File: config.mk
export PLATFORM = sky130hd
export DESIGN_NAME = srtc_queue
export DESIGN_NICKNAME = d
export VERILOG_FILES = /design/src/srtc_pkg.sv /design/src/srtc_queue.sv
export SDC_FILE = /design/constraint.sdc
export NUM_CORES = 1
export LEC_CHECK = 0
export BUFFER_PORTS_ARGS = -buffer_cell sky130_fd_sc_hd__buf_2
export CORE_ASPECT_RATIO = 0.8
export CORE_MARGIN = 3
export CORE_UTILIZATION = 54
export DETAILED_ROUTE_END_ITERATION = 10
export GPL_ROUTABILITY_DRIVEN = 0
export MAX_ROUTING_LAYER = met4
export PLACE_DENSITY_LB_ADDON = 0.05
export SKIP_CTS_REPAIR_TIMING = 1
export SYNTH_ARGS = -nofsm -noshare
export SYNTH_HDL_FRONTEND = slang
export SYNTH_SLANG_ARGS = --single-unit
File: constraint.sdc
create_clock -name clock -period 6.75 [get_ports clock]
set_input_delay 0.675 -clock clock [delete_from_list [all_inputs] [get_ports clock]]
set_output_delay 0.675 -clock clock [all_outputs]
set_load 0.02 [all_outputs]
File: src/srtc_pkg.sv
`timescale 1ns / 1ps
// shared types and constants for the swizzled texel reorder and convert block
// no dependencies

package srtc_pkg;

   localparam int MAX_DIM_LOG2    = 12;
   localparam int DIM_LIM         = 1 << MAX_DIM_LOG2;
   localparam int PALETTE_ENTRIES = 256;

   localparam int CNT_W       = 24;
   localparam int DIM_W       = 13;
   localparam int K_W         = 4;
   localparam int TOT_W       = 2 * DIM_W;
   localparam int QUEUE_DEPTH = 4;
   localparam int CSR_IDX_W   = 3;

   localparam logic [CSR_IDX_W-1:0] CSR_PIXEL_ORDER  = 3'd0;
   localparam logic [CSR_IDX_W-1:0] CSR_TEXEL_FORMAT = 3'd1;
   localparam logic [CSR_IDX_W-1:0] CSR_TEX_WIDTH    = 3'd2;
   localparam logic [CSR_IDX_W-1:0] CSR_TEX_HEIGHT   = 3'd3;

   localparam logic OP_TEXEL   = 1'b0;
   localparam logic OP_PALETTE = 1'b1;

   localparam logic ORDER_LINEAR   = 1'b0;
   localparam logic ORDER_SWIZZLED = 1'b1;

   localparam logic [2:0] FMT_U8      = 3'd0;
   localparam logic [2:0] FMT_BGR     = 3'd1;
   localparam logic [2:0] FMT_RGB     = 3'd2;
   localparam logic [2:0] FMT_ARGB    = 3'd3;
   localparam logic [2:0] FMT_P8_RGB  = 3'd4;
   localparam logic [2:0] FMT_P8_ARGB = 3'd5;

   typedef struct packed {
      logic        operation;
      logic [7:0]  palette_slot;
      logic [31:0] raw_bytes;
   } req_type;

   typedef struct packed {
      logic [23:0] dest_index;
      logic [31:0] out_bytes;
      logic [2:0]  byte_count;
      logic        bad_dimensions;
      logic        last_texel;
   } rsp_type;

   // one classified item between front and back
   typedef struct packed {
      logic             operation;
      logic [7:0]       palette_slot;
      logic [31:0]      raw_bytes;
      logic [2:0]       texel_format;
      logic [CNT_W-1:0] lin_pos;
      logic             need_div;
      logic [DIM_W-1:0] width;
      logic [DIM_W-1:0] height;
      logic             bad;
      logic             last;
   } qent_type;

endpackage

File: src/srtc_queue.sv
`timescale 1ns / 1ps
// short fifo of classified items between front and back
// depends on srtc_pkg

module srtc_queue (
   input  logic                 clock,
   input  logic                 reset,
   input  logic                 push,
   input  srtc_pkg::qent_type   push_data,
   output logic                 full,
   input  logic                 pop,
   output srtc_pkg::qent_type   pop_data,
   output logic                 empty
);

   localparam int DEPTH = srtc_pkg::QUEUE_DEPTH;
   localparam int AW    = $clog2(DEPTH);

   srtc_pkg::qent_type entry_ff [DEPTH];
   logic [AW-1:0]      wr_ptr_ff, wr_ptr_in;
   logic [AW-1:0]      rd_ptr_ff, rd_ptr_in;
   logic [AW:0]        count_ff, count_in;

   always_comb begin
      full      = count_ff == (AW + 1)'(DEPTH);
      empty     = count_ff == '0;
      pop_data  = entry_ff[rd_ptr_ff];
      wr_ptr_in = push ? wr_ptr_ff + AW'(1) : wr_ptr_ff;
      rd_ptr_in = pop ? rd_ptr_ff + AW'(1) : rd_ptr_ff;
      count_in  = count_ff + (AW + 1)'(push) - (AW + 1)'(pop);
   end

   always_ff @(posedge clock) begin
      if (reset) begin
         wr_ptr_ff <= '0;
         rd_ptr_ff <= '0;
         count_ff  <= '0;
      end else begin
         wr_ptr_ff <= wr_ptr_in;
         rd_ptr_ff <= rd_ptr_in;
         count_ff  <= count_in;
      end
   end

   always_ff @(posedge clock) begin
      if (push) begin
         entry_ff[wr_ptr_ff] <= push_data;
      end
   end

   a_no_overflow: assert property (@(posedge clock) disable iff (reset)
      !(push && full))
      else $error("push into full queue");

   a_no_underflow: assert property (@(posedge clock) disable iff (reset)
      !(pop && empty))
      else $error("pop from empty queue");

endmodule

==> results <==
- The flow ran to the end, and the final reports show no timing, DRC or antenna violations.
- The placed wire-length estimate is 15,200 um.
- The number of max-cap violations is 0.
- The global-route met2 utilization is about 30%.
- In the synthesized netlist the dominant register cell turns out to be sky130_fd_sc_hd__edfxtp_1.
- The synthesized area divided by synthesized cell count is 26.3 sq um.
- In this run the worst path has a maximum fanout of 50.
- The global routing's busiest layer is met2.
- The CTS tree is done.
- After the flow finishes, the layout carries non-filler instances totaling between 1,000 and 1,500.
- In this run the tightest slew margin relative to its limit is approximately 32%.
- For this run, the number of Yosys warnings is 0.
- The largest stage delay on the critical path is 1030 ps.
- The clock network latency to the later pin of the worst-skew pair is 520 ps.
- The first global-routing pass estimated 39,500 um of wire.
- The final cycle utilization of the critical path is a little over half.
- The terminus of the critical flop-to-flop path is entry_ff[0][70]$_DFFE_PP_.
- The worst setup path is captured at a primary output.
- The number of different library cells in the post-synthesis netlist is 21.
- In this run the cell area of the synthesized design comes to around 14,000 sq um.
- The floorplan step defined a die boundary enclosing 28,700 sq um.
- Global routing used 18.6% of the available tracks across all layers.
- The total of flip-flops plus latches after synthesis is 397.
- Global routing consumed, on the met3 layer, about 4.5% of the routing resources.
- In this run the worst hold path is classified as input pin to flip-flop.
- The final-report max-slew violation count is 0.
- The critical path goes through buf_4 -> mux4_2 -> buf_2.
- On the critical path, the stage with the largest delay is an instance of sky130_fd_sc_hd__dfxtp_4.
- The number of placed instances, taps included is 1,084.
- The count of nets left with antenna violations once routing finished came out at 0.
- The clock period could shrink to 3660 ps.
- Of all flip-flops after synthesis, the portion carrying an async set or reset was 0%.
- Dividing total power by cell area gives a power density of between 300 and 400 nW/um^2.
- The count of flip-flops with a built-in enable after synthesis is slightly below 400.
- The CTS buffer count is 39.
- The pre-antenna-repair detailed-routing pass consisted of 4 iterations.
- The proportion of layout cells with a drive suffix above 1 is ~45%.
- STA puts the critical path data required time at between 6000 and 7000 ps.
- The startpoint identified for the worst hold timing path is push_data[35].
- Setup repair after global routing left no endpoint under its margin.
- Clock-pin slew was measured on the worst setup and hold paths at ~60 ps.
- The detailed router's first-iteration violation count is about 470.
- Global routing used 25.0% of the available met1 tracks.
- The sum of negative setup slack is 0 ps.
- The residual overflow from global routing is 0.
- Counting instances in the post-synthesis netlist gives the leading cell types as 388 x sky130_fd_sc_hd__edfxtp_1, 97 x sky130_fd_sc_hd__mux4_2, 11 x sky130_fd_sc_hd__buf_2, 9 x sky130_fd_sc_hd__dfxtp_1.
- In the final routed layout, each cell accounts on average for 22.2 um.
- The horizontal die dimension is 189 um.
- The number of endpoints failing setup at the final stage is 0.
- The maximum number of pins on one net before global-route repair is 62.
- In this run the critical register-to-register path is launched from wr_ptr_ff[0]$_SDFFE_PP0P_.
- Pin placement for this block handled 200 I/O pins.
- The fraction of synthesized cell area taken by the top area cell type is 80.8%.
- The slack of the worst reg-to-reg path is 4360 ps.
- Across the VDD grid, the largest voltage drop is 0.239 mV.
- The cell depth of the worst min-delay path is 1.
- The tree is rooted in a sky130_fd_sc_hd__clkbuf_16.
- The startpoint kind of the worst setup timing path is a flip-flop.
- Summing all placed instances gives a cell area of 15,800 sq um.
- The routed layout has 6,460 vias.
- The number of antenna violations at the first check in global routing came to 6.
- The routed via count divided by cell count is 5.59.
- The final critical-path setup slack is slightly above 3000 ps.
- The clock skew is around 12 ps.
- The wire length reported by the detailed router is 25,600 um.
- The number of clock sinks seen by CTS is around 400.
- Counting along the longest clock path gives a buffer depth of 3.
- The leakage component of the power is around 5.7 nW.
- For this configuration, the core starts out at a cell density of 56.0%.
- At the worst endpoint, the arrival time is 2980 ps.
- The net count of the finished layout is 882.
- OpenSTA, run right after detailed placement, puts the worst setup slack at 3520 ps.
- The number of global-route vias before repair is 6,901.
- The layout overhead on the synthesized area is 17.5%.
- The classification of the worst setup path is flip-flop to primary output.
- Yosys instantiated no cell more often than sky130_fd_sc_hd__edfxtp_1.
- The worst-case hold path end point is entry_ff[1][35]$_DFFE_PP_.
- The final number of hold-violating endpoints is 0.
- Summing the sequential cell areas from Yosys gives 82.0% of the chip area.
- Timing would allow up to 274 MHz.
- In this run the core area contains 52 standard-cell rows.
- After synthesis, the cell types taking the most area are sky130_fd_sc_hd__edfxtp_1 81%, sky130_fd_sc_hd__mux4_2 15%, sky130_fd_sc_hd__dfxtp_1 1.2%.
- The die extent in y is 152 um.
- The floorplan step defined a core boundary enclosing about 26,000 sq um.
- Summing all non-filler instances in the final layout gives an area of approximately 17,000 sq um.
- The number of remaining DRC errors is 0.
- The number of buffer cells added on primary ports is 199.
- The cell count after synthesis came out at approximately 550.
- For the pin with the worst max-slew slack, the measured transition is about 1000 ps.
- The cell type with the largest total area after synthesis is sky130_fd_sc_hd__edfxtp_1.
- The net count after synthesis is 657.
- Measured on the finished design, the core utilization comes to approximately 66%.
- The level count of the clock H-tree is 2.
- The cell count of the worst reg-to-reg path is 4.
registers in the layout, indices dropped and copies added (netlist names), named ones only:
signal and flops:
rd_ptr_ff 2, wr_ptr_ff 2, entry_ff 388, count_ff 3
layer usage:
layer,share of wire [%],vias to the layer above
li1,-,2822
met1,41,3364
met2,50,224
met3,7.1,50
met4,2.1,0
met5,0,-
worst max-delay path: cells and delay by family (launching register included):
kind / cells / cell delay (ps)
DFF: 1 / 1030
buffers and inverters: 2 / 790
muxes: 1 / 600
kinds of logic (layout without fill, tap and decap cells):
logic type	count (synthesis)	in the layout	synth area share (%)
AO/OA/AOI/OAI	2	2	0.104
other	0	6	0
flip-flops	397	397	82.0
buffers and inverters	28	278	1.19
adder cells (fa/ha/maj)	7	7	0.659
XOR/XNOR	3	3	0.286
multiplexers	98	98	15.2
AND/OR/NAND/NOR	14	14	0.520
placed cells by master, fill, tap and decap left out:
cell type	instances
sky130_fd_sc_hd__edfxtp_1	388
sky130_fd_sc_hd__buf_2	199
sky130_fd_sc_hd__mux4_2	97
sky130_fd_sc_hd__clkbuf_16	39
sky130_fd_sc_hd__clkbuf_1	9
sky130_fd_sc_hd__clkinv_1	7
sky130_fd_sc_hd__dfxtp_1	7
sky130_fd_sc_hd__buf_4	7
sky130_fd_sc_hd__diode_2	6
sky130_fd_sc_hd__inv_1	6
sky130_fd_sc_hd__ha_1	6
sky130_fd_sc_hd__nor2_1	5
sky130_fd_sc_hd__and2_4	4
sky130_fd_sc_hd__inv_6	3
sky130_fd_sc_hd__clkinv_2	3
sky130_fd_sc_hd__nor2b_1	2
sky130_fd_sc_hd__xnor2_1	2
sky130_fd_sc_hd__dfxtp_4	2
sky130_fd_sc_hd__clkinv_4	2
sky130_fd_sc_hd__nor3_1	1
sky130_fd_sc_hd__and3_1	1
sky130_fd_sc_hd__a21bo_2	1
sky130_fd_sc_hd__nand3b_1	1
sky130_fd_sc_hd__a21oi_1	1
sky130_fd_sc_hd__mux2i_1	1
sky130_fd_sc_hd__xor3_1	1
sky130_fd_sc_hd__fa_1	1
sky130_fd_sc_hd__bufinv_16	1
sky130_fd_sc_hd__clkinvlp_4	1
sky130_fd_sc_hd__clkbuf_8	1
report_power, final:
group | switching, W | internal [W]
logic | 0.000315 | 0.000231
registers | 0.0000533 | 0.00283
clock network | 0.000843 | 0.00111
total | 0.00121 | 0.00418
how the worst max path moves through the flow:
stage,start,to,depth (start not counted)
final,flip-flop,pop_data[95],3
after global routing,flip-flop,pop_data[78],3
after CTS,flip-flop,pop_data[95],3
after detailed placement,flip-flop,pop_data[78],3
after global placement,flip-flop,pop_data[95],3
after floorplan,push,entry_ff[0][0]$_DFFE_PP_,1
cell type report:
type                            count  area (sq um)
Antenna cell                        6          15.0
Clock buffer                       49          1020
Clock inverter                     17           123
Fill cell                        1751          8820
Inverter                            6          22.5
Multi-Input combinational cell    124          2430
Sequential cell                   397         11800
Tap cell                          351           439
Timing Repair Buffer              206          1050
through the flow:
step	total power [W]	hold slack, ps
after floorplan	0.00330	492
final	0.00539	367
after CTS	0.00546	338
after global placement	0.00348	499
after detailed placement	0.00350	523
after global routing	0.00560	351
(Power assumes the default switching activity.)
