--- config.mk ---
export PLATFORM = sky130hd
export DESIGN_NAME = srtc_front
export DESIGN_NICKNAME = d
export VERILOG_FILES = /design/src/srtc_pkg.sv /design/src/srtc_front.sv
export SDC_FILE = /design/constraint.sdc
export NUM_CORES = 1
export LEC_CHECK = 0
export ABC_AREA = 1
export BUFFER_PORTS_ARGS = -buffer_cell sky130_fd_sc_hd__buf_2
export CAP_MARGIN = 5
export CORE_MARGIN = 3
export CORE_UTILIZATION = 30
export DETAILED_ROUTE_END_ITERATION = 12
export GPL_TIMING_DRIVEN = 1
export PLACE_DENSITY = 0.55
export SYNTH_ARGS = -nofsm -noshare
export SYNTH_HDL_FRONTEND = slang
export SYNTH_SLANG_ARGS = --single-unit
--- constraint.sdc ---
create_clock -name clock -period 11.8 [get_ports clock]
set_clock_uncertainty 0.05 [all_clocks]
set_input_delay 2.95 -clock clock [delete_from_list [all_inputs] [get_ports clock]]
set_output_delay 2.95 -clock clock [all_outputs]
set_load 0.02 [all_outputs]
--- src/srtc_pkg.sv ---
`timescale 1ns / 1ps
// shared types and constants for the swizzled texel reorder and convert block
// no dependencies

package srtc_pkg;

   localparam int MAX_DIM_LOG2    = 12;
   localparam int DIM_LIM         = 1 << MAX_DIM_LOG2;
   localparam int PALETTE_ENTRIES = 256;

   localparam int CNT_W       = 24;
   localparam int DIM_W       = 13;
   localparam int K_W         = 4;
   localparam int TOT_W       = 2 * DIM_W;
   localparam int QUEUE_DEPTH = 4;
   localparam int CSR_IDX_W   = 3;

   localparam logic [CSR_IDX_W-1:0] CSR_PIXEL_ORDER  = 3'd0;
   localparam logic [CSR_IDX_W-1:0] CSR_TEXEL_FORMAT = 3'd1;
   localparam logic [CSR_IDX_W-1:0] CSR_TEX_WIDTH    = 3'd2;
   localparam logic [CSR_IDX_W-1:0] CSR_TEX_HEIGHT   = 3'd3;

   localparam logic OP_TEXEL   = 1'b0;
   localparam logic OP_PALETTE = 1'b1;

   localparam logic ORDER_LINEAR   = 1'b0;
   localparam logic ORDER_SWIZZLED = 1'b1;

   localparam logic [2:0] FMT_U8      = 3'd0;
   localparam logic [2:0] FMT_BGR     = 3'd1;
   localparam logic [2:0] FMT_RGB     = 3'd2;
   localparam logic [2:0] FMT_ARGB    = 3'd3;
   localparam logic [2:0] FMT_P8_RGB  = 3'd4;
   localparam logic [2:0] FMT_P8_ARGB = 3'd5;

   typedef struct packed {
      logic        operation;
      logic [7:0]  palette_slot;
      logic [31:0] raw_bytes;
   } req_type;

   typedef struct packed {
      logic [23:0] dest_index;
      logic [31:0] out_bytes;
      logic [2:0]  byte_count;
      logic        bad_dimensions;
      logic        last_texel;
   } rsp_type;

   // one classified item between front and back
   typedef struct packed {
      logic             operation;
      logic [7:0]       palette_slot;
      logic [31:0]      raw_bytes;
      logic [2:0]       texel_format;
      logic [CNT_W-1:0] lin_pos;
      logic             need_div;
      logic [DIM_W-1:0] width;
      logic [DIM_W-1:0] height;
      logic             bad;
      logic             last;
   } qent_type;

endpackage

--- src/srtc_front.sv ---
`timescale 1ns / 1ps
// front end: configuration registers, texel counter, morton decode and classification
// depends on srtc_pkg

module srtc_front (
   input  logic                                 clock,
   input  logic                                 reset,
   input  logic                                 csr_we,
   input  logic [srtc_pkg::CSR_IDX_W-1:0]       csr_index,
   input  logic [srtc_pkg::DIM_W-1:0]           csr_wdata,
   input  logic                                 req_valid,
   output logic                                 req_ready,
   input  srtc_pkg::req_type                    req_data,
   output logic                                 q_push,
   output srtc_pkg::qent_type                   q_data,
   input  logic                                 q_full
);

   localparam int CNT_W = srtc_pkg::CNT_W;
   localparam int DIM_W = srtc_pkg::DIM_W;
   localparam int K_W   = srtc_pkg::K_W;
   localparam int TOT_W = srtc_pkg::TOT_W;
   localparam int HALF  = CNT_W / 2;

   function automatic logic [DIM_W-1:0] eff_dim(input logic [DIM_W-1:0] d);
      logic [DIM_W-1:0] r;
      if (d == '0) begin
         r = DIM_W'(16);
      end else if (int'(d) > srtc_pkg::DIM_LIM) begin
         r = DIM_W'(srtc_pkg::DIM_LIM);
      end else begin
         r = d;
      end
      return r;
   endfunction

   logic                 order_ff, order_in;
   logic [2:0]           fmt_ff, fmt_in;
   logic [DIM_W-1:0]     width_ff, width_in;
   logic [DIM_W-1:0]     height_ff, height_in;
   logic [TOT_W-1:0]     total_ff, total_in;
   logic [CNT_W-1:0]     cnt_ff, cnt_in;
   logic                 fr_valid_ff, fr_valid_in;
   srtc_pkg::req_type    fr_ff;

   logic [DIM_W-1:0]     w_eff, h_eff, mn, mn_m1;
   logic [K_W-1:0]       k;
   logic [K_W:0]         k2;
   logic [CNT_W-1:0]     low_mask, ev_bits, od_bits, xd, yd, j_swz;
   logic [HALF-1:0]      ev, od;
   logic                 h_lt_w, swz, w_pow2, h_pow2, last;
   logic                 accept;

   // configuration
   always_comb begin
      order_in  = order_ff;
      fmt_in    = fmt_ff;
      width_in  = width_ff;
      height_in = height_ff;
      if (csr_we) begin
         unique case (csr_index)
            srtc_pkg::CSR_PIXEL_ORDER:  order_in  = csr_wdata[0];
            srtc_pkg::CSR_TEXEL_FORMAT: fmt_in    = csr_wdata[2:0];
            srtc_pkg::CSR_TEX_WIDTH:    width_in  = csr_wdata;
            srtc_pkg::CSR_TEX_HEIGHT:   height_in = csr_wdata;
            default: ;
         endcase
      end
      total_in = TOT_W'(eff_dim(width_in)) * TOT_W'(eff_dim(height_in));
   end

   // geometry of the current texel
   always_comb begin
      w_eff  = eff_dim(width_ff);
      h_eff  = eff_dim(height_ff);
      h_lt_w = h_eff < w_eff;
      mn     = h_lt_w ? h_eff : w_eff;
      mn_m1  = mn - DIM_W'(1);
      k      = '0;
      for (int b = 0; b < DIM_W; b++) begin
         if (mn[b]) begin
            k = K_W'(b);
         end
      end
      k2 = {k, 1'b0};
      for (int b = 0; b < CNT_W; b++) begin
         low_mask[b] = b < int'(k2);
      end
      for (int n = 0; n < HALF; n++) begin
         ev[n] = cnt_ff[2 * n];
         od[n] = cnt_ff[2 * n + 1];
      end
      ev_bits = CNT_W'(ev);
      od_bits = CNT_W'(od);
      xd      = ev_bits & CNT_W'(mn_m1);
      yd      = od_bits & CNT_W'(mn_m1);
      if (h_lt_w) begin
         j_swz = (cnt_ff & ~low_mask) | (yd << k) | xd;
      end else begin
         j_swz = (cnt_ff & ~low_mask) | (xd << k) | yd;
      end
      swz    = order_ff == srtc_pkg::ORDER_SWIZZLED;
      w_pow2 = (w_eff & (w_eff - DIM_W'(1))) == '0;
      h_pow2 = (h_eff & (h_eff - DIM_W'(1))) == '0;
      last   = TOT_W'(cnt_ff) >= (total_ff - TOT_W'(1));
   end

   // handshake and queue entry
   always_comb begin
      q_push      = fr_valid_ff && !q_full;
      req_ready   = !fr_valid_ff || !q_full;
      accept      = req_valid && req_ready;
      fr_valid_in = accept || (fr_valid_ff && !q_push);

      q_data.operation    = fr_ff.operation;
      q_data.palette_slot = fr_ff.palette_slot;
      q_data.raw_bytes    = fr_ff.raw_bytes;
      q_data.texel_format = fmt_ff;
      q_data.lin_pos      = swz ? j_swz : cnt_ff;
      q_data.need_div     = swz && h_lt_w;
      q_data.width        = w_eff;
      q_data.height       = h_eff;
      q_data.bad          = swz && !(w_pow2 && h_pow2);
      q_data.last         = last;

      cnt_in = cnt_ff;
      if (q_push && fr_ff.operation == srtc_pkg::OP_TEXEL) begin
         cnt_in = last ? '0 : cnt_ff + CNT_W'(1);
      end
   end

   always_ff @(posedge clock) begin
      if (reset) begin
         order_ff    <= srtc_pkg::ORDER_LINEAR;
         fmt_ff      <= srtc_pkg::FMT_U8;
         width_ff    <= DIM_W'(16);
         height_ff   <= DIM_W'(16);
         total_ff    <= TOT_W'(256);
         cnt_ff      <= '0;
         fr_valid_ff <= 1'b0;
      end else begin
         order_ff    <= order_in;
         fmt_ff      <= fmt_in;
         width_ff    <= width_in;
         height_ff   <= height_in;
         total_ff    <= total_in;
         cnt_ff      <= cnt_in;
         fr_valid_ff <= fr_valid_in;
      end
   end

   always_ff @(posedge clock) begin
      if (accept) begin
         fr_ff <= req_data;
      end
   end

   // counter wraps to zero after the final texel
   a_last_wrap: assert property (@(posedge clock) disable iff (reset)
      (q_push && fr_ff.operation == srtc_pkg::OP_TEXEL && last) |=> (cnt_ff == '0))
      else $error("texel counter did not wrap after last texel");

endmodule

==> out/results.ini <==
[cells_and_area]
insertedDiodeCount=0
regArea_um2=2850
fin_nets=2471
multi_input_comb_area_um2=9550
drive_gt1_share_pct=12.4
fill_cells=5046
areaGrowthSynthToFinish_pct=14.3

[clocking]
holdBufCountCts=0
cts_made_buffers=17
root_buffer=clkbuf_16
insertion_delay_ns=0.43
clk_pin_slew_worst_paths_ns=0.06
clk_path_buf_depth=2
cts_resized=0
cts_num_sinks=122
tritoncts=built
htree_levels=4
cts_setup_buffers=0

[power]
leakage_nw=8.57
p_total_mw=2.05
vdd_drop_max_v=0.0000784
power.density_nw_per_um2=126

[place]
dp_hpwl_um=37900
gp_congestion=0.964
port_buffers=160

[floorplan]
dieArea_um2=49900
start_util_pct=30.4
dieHeight_um=223
fp-row-count=79
die_w_um=223
coreArea_um2=46700
ioPinCount=161

[grt]
antenna_found_initial=0
grt_pass1_vias=13800
track_usage_pct=19.2
grt_max_degree=45
overflow=0
grt_pass1_wl_um=76300

[timing]
setup_violations=0
finalCritPeriodShare_pct=92.0
rsz0062_at_grt=no
relSlewSlack_pct=23.8
finalHoldViolCount=0
maxClockFrequency_ghz=0.0921
setup_tns_ns=0
period_needed_ns=10.86
slew_violations=0
tightest_slew_ns=1.14

[synthesis]
ys_seq_area_share_pct=20.1
async_flop_share_pct=0
synthFlopType=dfxtp_1
syn-mean-instance-area_um2=6.97
synth_edf_count=41
synthCells=2034
synth_area_um2=14200
synth_warnings=0
ys_ff_latch=122
synth_fp_nets=2327
ys_types=54

[setup_path]
arrival_ns=11.13
cp.required_ns=12.07
cpLargestDelayFamily=adder cells
max_stage_delay_ns=0.71
cp_max_fo=12
end_kind=flop
cp_slowest_cell=o21ai_1
path_depth=30
critPathMostFrequentCell=nand2_1
startpoint_type=input port
path_class=in -> reg
cp_num_buf_inv=6
r2r_cells=28

[detailed_routing]
vias_per_cell=5.01
drt-initial-drc-count=1139
firstDrtPassIters=5
drc=0
vias=14000
post_drt_wl_per_cell_um=17.0
ant_nets=0
wirelength_um=47600

[min_path]
hold_class=reg -> reg
whs_path_depth=2

[status]
status=completed

[flow_run]
maxCapViolCount=0

==> worst register-to-register path, delay by kind of cell (launching register included) <==
family	cells	cell delay [ns]
AOI/OAI and AO/OA	7	1.65
DFF	1	0.43
adders and majority gates	6	2.96
and+or+nand+nor	10	1.98
buffers and inverters	5	0.79
==> cells in the mapped netlist, types with 3 or more instances <==
| master | number | area share [%] |
|---|---|---|
| buf_4 | 6 | 0.32 |
| o21ai_2 | 7 | 0.43 |
| xnor2_1 | 13 | 0.80 |
| nand3_1 | 216 | 7.6 |
| nand3b_1 | 3 | 0.16 |
| a21o_1 | 4 | 0.21 |
| fa_1 | 121 | 17 |
| o21ai_4 | 3 | 0.34 |
| o21ai_1 | 9 | 0.32 |
| nor4_1 | 10 | 0.44 |
| clkbuf_1 | 27 | 0.71 |
| nor2_2 | 6 | 0.26 |
| nor3_1 | 17 | 0.60 |
| nand4_1 | 19 | 0.84 |
| inv_1 | 377 | 10 |
| xor2_1 | 22 | 1.4 |
| buf_1 | 4 | 0.11 |
| ha_1 | 110 | 9.7 |
| o21a_1 | 9 | 0.48 |
| o31ai_1 | 3 | 0.16 |
| nor2_4 | 5 | 0.40 |
| edfxtp_1 | 41 | 8.7 |
| nand2_2 | 8 | 0.35 |
| nand2_1 | 452 | 12 |
| buf_6 | 3 | 0.24 |
| o221ai_1 | 4 | 0.25 |
| nor2_1 | 239 | 6.3 |
| buf_2 | 11 | 0.39 |
| o211ai_1 | 4 | 0.21 |
| dfxtp_1 | 81 | 11 |
| inv_2 | 19 | 0.50 |
| a211oi_1 | 5 | 0.26 |
| a31oi_1 | 7 | 0.31 |
| o21ai_0 | 76 | 2.7 |
| a21oi_1 | 58 | 2.0 |
| clkinv_1 | 8 | 0.21 |
| or2_2 | 4 | 0.18 |
==> report_power, final <==
group | leakage (nW) | switching [mW] | total [mW] | internal (mW)
clock | 0.298 | 0.227 | 0.538 | 0.311
sequential | 1.05 | 0.0131 | 0.468 | 0.455
combinational | 7.22 | 0.746 | 1.04 | 0.295
==> state kept, by name, summed over array words and instances, names as in the netlist <==
name and flops:
cnt_ff 24, fmt_ff 3, fr_valid_ff 1, height_ff 13
order_ff 1, q_data 41, total_ff 26, width_ff 13
==> final cells by class <==
cell class	instances	area share (%)
flip-flops and latches	122	17.6
multi-input cells	1456	58.9
inverters	404	9.36
repair buffers	177	5.73
clock buffers	18	2.78
well taps	607	4.69
clock inverters	14	0.911
==> per-layer routing <==
metal | routed length [µm] | GRT usage (%) | part of all wire (%) | vias up
met5 | 0 | 0 | 0 | -
met4 | 1270 | 5.72 | 2.7 | 0
met3 | 3100 | 2.41 | 6.5 | 92
met2 | 22100 | 31.9 | 46 | 554
met1 | 21100 | 26.2 | 44 | 6658
li1 | - | - | - | 6705
==> placed cells by master, fill, tap and decap left out, drive strengths merged, types with 19 or more instances in the layout <==
cell / instances
a21oi: 59
buf: 177
dfxtp: 81
edfxtp: 41
fa: 121
ha: 110
inv: 405
nand2: 461
nand3: 218
nand4: 19
nor2: 250
nor3: 19
o21ai: 95
xor2: 22
==> stage by stage <==
stage | instance area (µm²) | hold slack [ns] | util [%] | instances | worst slack (ns)
detailed placement | 15600 | 0.439 | 33.5 | 2766 | 0.646
global route | 16200 | 0.485 | 34.7 | 2798 | 0.00108
finish | 16200 | 0.440 | 34.7 | 2798 | 0.944
floorplan | 14200 | 0.408 | - | 2034 | 2.17
CTS | 16200 | 0.448 | 34.7 | 2798 | 1.09
global placement | 15600 | 0.420 | 33.5 | 2766 | 0.736
==> worst paths after layout <==
| check | startpoint | endpoint | slack [ns] |
|---|---|---|---|
| worst max-delay path | csr_index[2] | total_ff[25]$_SDFF_PP0_ | 0.94 |
| worst max register to register | height_ff[12]$_SDFF_PP0_ | total_ff[25]$_SDFF_PP0_ | 3.84 |
| worst min-delay path | cnt_ff[0]$_SDFFE_PP0P_ | cnt_ff[0]$_SDFFE_PP0P_ | 0.44 |
| worst min register to register | cnt_ff[0]$_SDFFE_PP0P_ | cnt_ff[0]$_SDFFE_PP0P_ | 0.44 |
==> logic make-up after synthesis <==
| logic type | after synthesis | synth area share, % |
|---|---|---|
| and+or+nand+nor | 989 | 29.9 |
| AOI/OAI and AO/OA | 201 | 8.49 |
| buffers and inverters | 456 | 12.6 |
| xor gates and xnor gates | 35 | 2.16 |
| DFF | 122 | 20.1 |
| adders and majority gates | 231 | 26.8 |
Note: power is estimated with default switching activity, not from simulation.
